[src/rtl/sut_pkg.sv]
// shared types, sizes and codes for the sorted unique table
// no dependencies
package sut_pkg;

  localparam int CAPACITY   = 16;
  localparam int DATA_WIDTH = 32;

  localparam int OP_W    = 2;
  localparam int VALUE_W = 32;
  localparam int POS_W   = 5;
  localparam int STAT_W  = 3;
  localparam int CNT_OUT_W = 5;

  localparam int CNT_W = $clog2(CAPACITY + 1);
  localparam int IDX_W = $clog2(CAPACITY);
  localparam int CMP_W = (CNT_W > POS_W) ? CNT_W : POS_W;

  localparam logic [OP_W-1:0] OP_INSERT = 2'd0;
  localparam logic [OP_W-1:0] OP_DELETE = 2'd1;
  localparam logic [OP_W-1:0] OP_READ   = 2'd2;

  localparam logic [STAT_W-1:0] ST_INSERTED  = 3'd0;
  localparam logic [STAT_W-1:0] ST_DUPLICATE = 3'd1;
  localparam logic [STAT_W-1:0] ST_FULL      = 3'd2;
  localparam logic [STAT_W-1:0] ST_DELETED   = 3'd3;
  localparam logic [STAT_W-1:0] ST_BADPOS    = 3'd4;
  localparam logic [STAT_W-1:0] ST_READ      = 3'd5;

  typedef struct packed {
    logic [OP_W-1:0]           op;
    logic signed [VALUE_W-1:0] value;
    logic [POS_W-1:0]          position;
  } item_t;

  typedef struct packed {
    logic [STAT_W-1:0]         status;
    logic signed [VALUE_W-1:0] read_value;
    logic [CNT_OUT_W-1:0]      entry_count;
  } result_t;

endpackage

[src/rtl/sut_table.sv]
// sorted entry array with parallel compare-and-shift insert, delete and read
// depends on sut_pkg
module sut_table (
  input  logic            clk,
  input  logic            rst_n,
  input  logic            req_valid,
  input  sut_pkg::item_t  req,
  output sut_pkg::result_t res
);

  logic signed [sut_pkg::DATA_WIDTH-1:0] entries_r   [sut_pkg::CAPACITY];
  logic signed [sut_pkg::DATA_WIDTH-1:0] entries_nxt [sut_pkg::CAPACITY];
  logic [sut_pkg::CNT_W-1:0]             count_r;
  logic [sut_pkg::CNT_W-1:0]             count_nxt;

  logic signed [sut_pkg::DATA_WIDTH-1:0] key;
  logic [sut_pkg::CAPACITY-1:0]          lt;
  logic [sut_pkg::CAPACITY-1:0]          eq;
  logic                                  full;
  logic                                  pos_ok;
  logic [sut_pkg::POS_W-1:0]             pos_m1;
  logic [sut_pkg::IDX_W-1:0]             rd_idx;
  logic [sut_pkg::STAT_W-1:0]            status;
  logic signed [sut_pkg::VALUE_W-1:0]    read_val;

  assign key    = sut_pkg::DATA_WIDTH'(req.value);
  assign full   = (count_r == sut_pkg::CNT_W'(sut_pkg::CAPACITY));
  assign pos_m1 = req.position - sut_pkg::POS_W'(1);
  assign rd_idx = sut_pkg::IDX_W'(pos_m1);
  assign pos_ok = (req.position != '0) &&
                  (sut_pkg::CMP_W'(req.position) <= sut_pkg::CMP_W'(count_r));

  // per-entry compare, only live entries take part
  always_comb begin
    for (int i = 0; i < sut_pkg::CAPACITY; i++) begin
      lt[i] = (i < int'(count_r)) && (entries_r[i] < key);
      eq[i] = (i < int'(count_r)) && (entries_r[i] == key);
    end
  end

  always_comb begin
    entries_nxt = entries_r;
    count_nxt   = count_r;
    status      = sut_pkg::ST_BADPOS;
    read_val    = '0;
    unique case (req.op)
      sut_pkg::OP_INSERT: begin
        if (|eq) begin
          status = sut_pkg::ST_DUPLICATE;
        end else if (full) begin
          status = sut_pkg::ST_FULL;
        end else begin
          status    = sut_pkg::ST_INSERTED;
          count_nxt = count_r + sut_pkg::CNT_W'(1);
          if (!lt[0]) begin
            entries_nxt[0] = key;
          end
          for (int i = 1; i < sut_pkg::CAPACITY; i++) begin
            if (!lt[i]) begin
              entries_nxt[i] = lt[i-1] ? key : entries_r[i-1];
            end
          end
        end
      end
      sut_pkg::OP_DELETE: begin
        if (pos_ok) begin
          status    = sut_pkg::ST_DELETED;
          count_nxt = count_r - sut_pkg::CNT_W'(1);
          for (int i = 0; i < sut_pkg::CAPACITY - 1; i++) begin
            if (int'(req.position) <= i + 1) begin
              entries_nxt[i] = entries_r[i+1];
            end
          end
        end
      end
      sut_pkg::OP_READ: begin
        if (pos_ok) begin
          status   = sut_pkg::ST_READ;
          read_val = sut_pkg::VALUE_W'(entries_r[rd_idx]);
        end
      end
      default: begin
        status = sut_pkg::ST_BADPOS;
      end
    endcase
  end

  always_ff @(posedge clk) begin
    if (req_valid) begin
      entries_r <= entries_nxt;
    end
  end

  always_ff @(posedge clk) begin
    if (!rst_n) begin
      count_r <= '0;
    end else if (req_valid) begin
      count_r <= count_nxt;
    end
  end

  assign res.status      = status;
  assign res.read_value  = read_val;
  assign res.entry_count = sut_pkg::CNT_OUT_W'(count_nxt);

  a_count_bound : assert property (@(posedge clk) disable iff (!rst_n)
    count_r <= sut_pkg::CNT_W'(sut_pkg::CAPACITY))
    else $error("entry count beyond capacity");

  a_count_step : assert property (@(posedge clk) disable iff (!rst_n)
    !req_valid |=> $stable(count_r))
    else $error("entry count moved with no item");

  for (genvar g = 0; g < sut_pkg::CAPACITY - 1; g++) begin : g_order
    a_ascending : assert property (@(posedge clk) disable iff (!rst_n)
      (int'(count_r) > g + 1) |-> (entries_r[g] < entries_r[g+1]))
      else $error("table not strictly ascending");
  end

endmodule

[src/rtl/sorted_unique_table.sv]
// sorted unique table top level: input register, table update and result register
// one item per cycle; result strobed from the result register, behind the input register; busy stays low
// synchronous active-low reset empties the table; entry contents are not cleared
// depends on sut_pkg and sut_table
module sorted_unique_table (
  input  logic             clk,
  input  logic             rst_n,
  input  logic             start,
  output logic             busy,
  input  sut_pkg::item_t   in_item,
  output logic             out_valid,
  output sut_pkg::result_t out_result
);

  logic             in_valid_r;
  sut_pkg::item_t   in_item_r;
  logic             out_valid_r;
  sut_pkg::result_t out_result_r;
  sut_pkg::result_t res;

  assign busy = 1'b0;

  always_ff @(posedge clk) begin
    if (!rst_n) begin
      in_valid_r  <= 1'b0;
      out_valid_r <= 1'b0;
    end else begin
      in_valid_r  <= start;
      out_valid_r <= in_valid_r;
    end
  end

  always_ff @(posedge clk) begin
    in_item_r    <= in_item;
    out_result_r <= res;
  end

  sut_table u_table (
    .clk       (clk),
    .rst_n     (rst_n),
    .req_valid (in_valid_r),
    .req       (in_item_r),
    .res       (res)
  );

  assign out_valid  = out_valid_r;
  assign out_result = out_result_r;

  a_strobe_follows : assert property (@(posedge clk) disable iff (!rst_n)
    in_valid_r |=> out_valid_r)
    else $error("item lost between stages");

  a_no_ghost : assert property (@(posedge clk) disable iff (!rst_n)
    !in_valid_r |=> !out_valid_r)
    else $error("result with no item");

  a_insert_count : assert property (@(posedge clk) disable iff (!rst_n)
    (out_valid_r && out_result_r.status == sut_pkg::ST_INSERTED) |->
      (out_result_r.entry_count != '0))
    else $error("insert left table empty");

endmodule

[config.mk]
export PLATFORM = sky130hd
export DESIGN_NAME = sorted_unique_table
export DESIGN_NICKNAME = d
export VERILOG_FILES = /design/src/rtl/sut_pkg.sv /design/src/rtl/sut_table.sv /design/src/rtl/sorted_unique_table.sv
export SDC_FILE = /design/constraint.sdc
export NUM_CORES = 2
export LEC_CHECK = 0
export BUFFER_PORTS_ARGS = -buffer_cell sky130_fd_sc_hd__buf_2
export CAP_MARGIN = 20
export CORE_MARGIN = 2
export CORE_UTILIZATION = 40
export CTS_BUF_LIST = sky130_fd_sc_hd__clkbuf_4 sky130_fd_sc_hd__clkbuf_8 sky130_fd_sc_hd__clkbuf_16
export CTS_CLUSTER_DIAMETER = 80
export CTS_CLUSTER_SIZE = 14
export DETAILED_ROUTE_END_ITERATION = 8
export MAX_ROUTING_LAYER = met4
export PLACE_DENSITY = 0.62
export SETUP_SLACK_MARGIN = 0.3
export SKIP_LAST_GASP = 1
export SYNTH_ARGS = -nofsm -noshare
export SYNTH_HDL_FRONTEND = slang
export SYNTH_SLANG_ARGS = --single-unit
[constraint.sdc]
create_clock -name clk -period 6.1 [get_ports clk]
set_clock_uncertainty 0.1 [all_clocks]
set_input_delay 0 -clock clk [delete_from_list [all_inputs] [get_ports clk]]
set_output_delay 0 -clock clk [all_outputs]
set_load 0.02 [all_outputs]
==> flow_summary.toml <==
[finish]
layout_commonest_cell = "nand2_1"
final_cell_mix = "nand2_1, ha_1, edfxtp_1, o211ai_1, nand3_1"
area_delta_synth_final_pct = 10.8
drive_above_1_share = 0.131
layout.cells.non_filler = 5991
fin_nets = 5008

[critical_path]
start_kind = "register"
crit_required_ns = 6.34
cp_common_cell = "a21o_1"
crit_slowest_cell = "or3b_2"
r2r-end = "u_table.entries_r[225]"
worstPathArrival_ns = 5.68
r2r_slack_ns = 0.65
max_stage_delay_ns = 0.77
path_class = "register to register"
setup.worst_path.end_class = "register"
worstRegToRegCells = 12
worst_r2r_startpoint = "in_item_r[18]"
crit_fanout = 32
path_cells = "inv_1, ha_1, a21o_1, a21o_1, a21oi_1, nand2_1, nor4_1, or3b_2, buf_4, nand3_1, a31oi_4, buf_12"

[clock_tree]
insertion_delay_ns = 0.71
cts_root_buf = "clkbuf_16"
cts_buffers = 53
clock_sinks = 598
ctsLongestPathBuffers = 3
postCtsSetupRepairBufs = 0
clkTransAtPathRegs_ns = 0.07
cts-htree-levels = 2
cts_tree = "built"

[timing]
min_period_ns = 5.45
relSlewSlack = 0.182
worst_pin_slew_ns = 1.22
hold_viol_final = 0
min_period_over_period = 0.893
max_clock_freq_mhz = 184
finalSetupTns_ns = 0
setup_ws_ns = 0.651
rsz0062_at_grt = "false"
setup_viol = 0
drv_slew = 0

[synthesis]
async_reset_ff_frac = 0
yosys_warnings = 0
syn-num-nets = 4994
synth_ff_type = "edfxtp_1"
synth_seq_cells = 598
synth.cell_area_sq_um = 45200
syn_avg_cell_area_sq_um = 10.2
synth_edf_count = 512
netlist_instances = 4427
yosysSeqAreaShare = 0.378
ys_types = 85

[routing]
routed_wl_mm = 195
drtAntennaViolNets = 0
via_count = 40800
drc_errors = 0
firstDrtPassIters = 6
wire_per_inst_um = 32.5
viasPerCell = 6.80
drt_iter0_drc = 6272

[global_routing]
grt_pass1_wl_mm = 278
antenna_found_initial = 13
grt_max_degree = 194
track_usage = 0.337
grt_pass1_vias = 37600
grt_overflow = 0

[pwr]
p_leak_nw = 19.1
power.total_mw = 10.7
peakVddDrop_v = 0.000245
cellPowerDensity_nw_per_um2 = 214

[floorplanning]
die_h_um = 340
dieWidth_um = 340
dieArea_sq_um = 116000
core_area_sq_um = 112000
core.rowCount = 123
ios = 84
start_util = 0.403

[place]
dp_slack_ns = 0.863
gp_routability_congestion = 1.03
dp_cells = 5804
dp_hpwl_mm = 136
io_buffers = 82

[worst_hold_path]
min_from = "rst_n"
hold_end = "u_table.count_r[1]"
hold_depth = 4
hp-class = "primary input to register"

[outcome]
status = "completed"

[run]
cap_violations = 0
==> how the worst max path moves through the flow <==
stage | start | end | cells after the start
floorplan | in_item_r[36] | u_table.entries_r[320] | 13
global placement | in_item_r[18] | u_table.entries_r[226] | 12
detailed placement | in_item_r[18] | u_table.entries_r[225] | 12
CTS | in_item_r[18] | u_table.entries_r[225] | 12
global route | in_item_r[18] | u_table.entries_r[225] | 12
finish | in_item_r[18] | u_table.entries_r[225] | 12
==> metrics by stage <==
step | hold slack, ns | cell area, sq um | util
floorplan | -0.0723 | 45300 | -
global placement | 0.00210 | 47500 | 0.423
detailed placement | 0.00407 | 47500 | 0.423
CTS | 0.0510 | 50100 | 0.446
global route | 0.0914 | 50100 | 0.446
finish | 0.0639 | 50100 | 0.446
==> routing by layer <==
metal,track usage,share of wire,up-vias
met5,-,0,-
met4,0.144,0.051,0
met3,0.0784,0.12,524
met2,0.487,0.43,3017
met1,0.450,0.40,19900
li1,-,-,17300
==> registers in the layout (all words and copies together), names as in the netlist <==
register and flops:
in_valid_r 1, out_valid 1, u_table.count_r 5, in_item_r 39
out_result 40, u_table.entries_r 512
==> cell type report <==
cell class / count / area (sq um)
multi-input combinational: 3421 / 26500
tap: 1500 / 1880
inverter: 80 / 300
fill: 10600 / 62200
sequential: 598 / 17100
clock buffer: 86 / 1620
clock inverter: 13 / 151
antenna: 6 / 15.0
timing repair buffer: 287 / 2540
==> repair_timing <==
item / CTS / global route
hold buffers: 82 / 0
gates resized for setup: 0 / 0
hold endpoints to repair: 46 / 0
==> worst max-delay path, delay by kind of cell, from the launching register on <==
kind / cells / cell delay, ns
buffers and inverters: 3 / 1.35
flip-flops: 1 / 0.38
AND/OR/NAND/NOR: 4 / 1.84
AO/OA/AOI/OAI: 4 / 0.92
adder cells (fa/ha/maj): 1 / 0.38
==> logic make-up (layout without fill, tap and decap cells) <==
group / count (synthesis) / in the layout / share of synthesized area
flops: 598 / 598 / 0.378
mux: 318 / 318 / 0.107
compound gates: 1111 / 1111 / 0.171
fa+ha+maj: 525 / 525 / 0.145
simple gates: 1461 / 1461 / 0.154
buf+inv: 408 / 466 / 0.0444
other cells: 1 / 7 / 0.0000829
xor+xnor: 5 / 5 / 0.000968
==> power by group <==
| part | total, mW | switching (mW) | internal (mW) | leakage [nW] |
|---|---|---|---|---|
| registers | 4.76 | 0.168 | 4.59 | 5.38 |
| clock network | 3.73 | 1.81 | 1.92 | 0.899 |
| logic | 2.21 | 1.41 | 0.795 | 12.8 |
==> synth_stat cells, drive strengths merged, types with 14 or more instances <==
library cell	n	share of area
a211oi	93	0.016
a21o	119	0.020
a21oi	193	0.021
a2bb2oi	21	0.0041
a31oi	14	0.0019
a32o	16	0.0035
and3	22	0.0030
buf	130	0.021
clkbuf	198	0.016
dfxtp	86	0.038
edfxtp	512	0.34
ha	525	0.15
inv	79	0.0066
mux2	55	0.014
mux2i	135	0.030
mux4	128	0.064
nand2	652	0.056
nand2b	15	0.0021
nand3	283	0.031
nand4	195	0.027
nor2	133	0.012
nor2b	68	0.0094
nor3	23	0.0028
nor4	36	0.0051
o211ai	341	0.060
o21a	20	0.0033
o21ai	187	0.021
o221ai	14	0.0027
o22ai	28	0.0039
No activity file was read; power rests on OpenSTA's default activity.
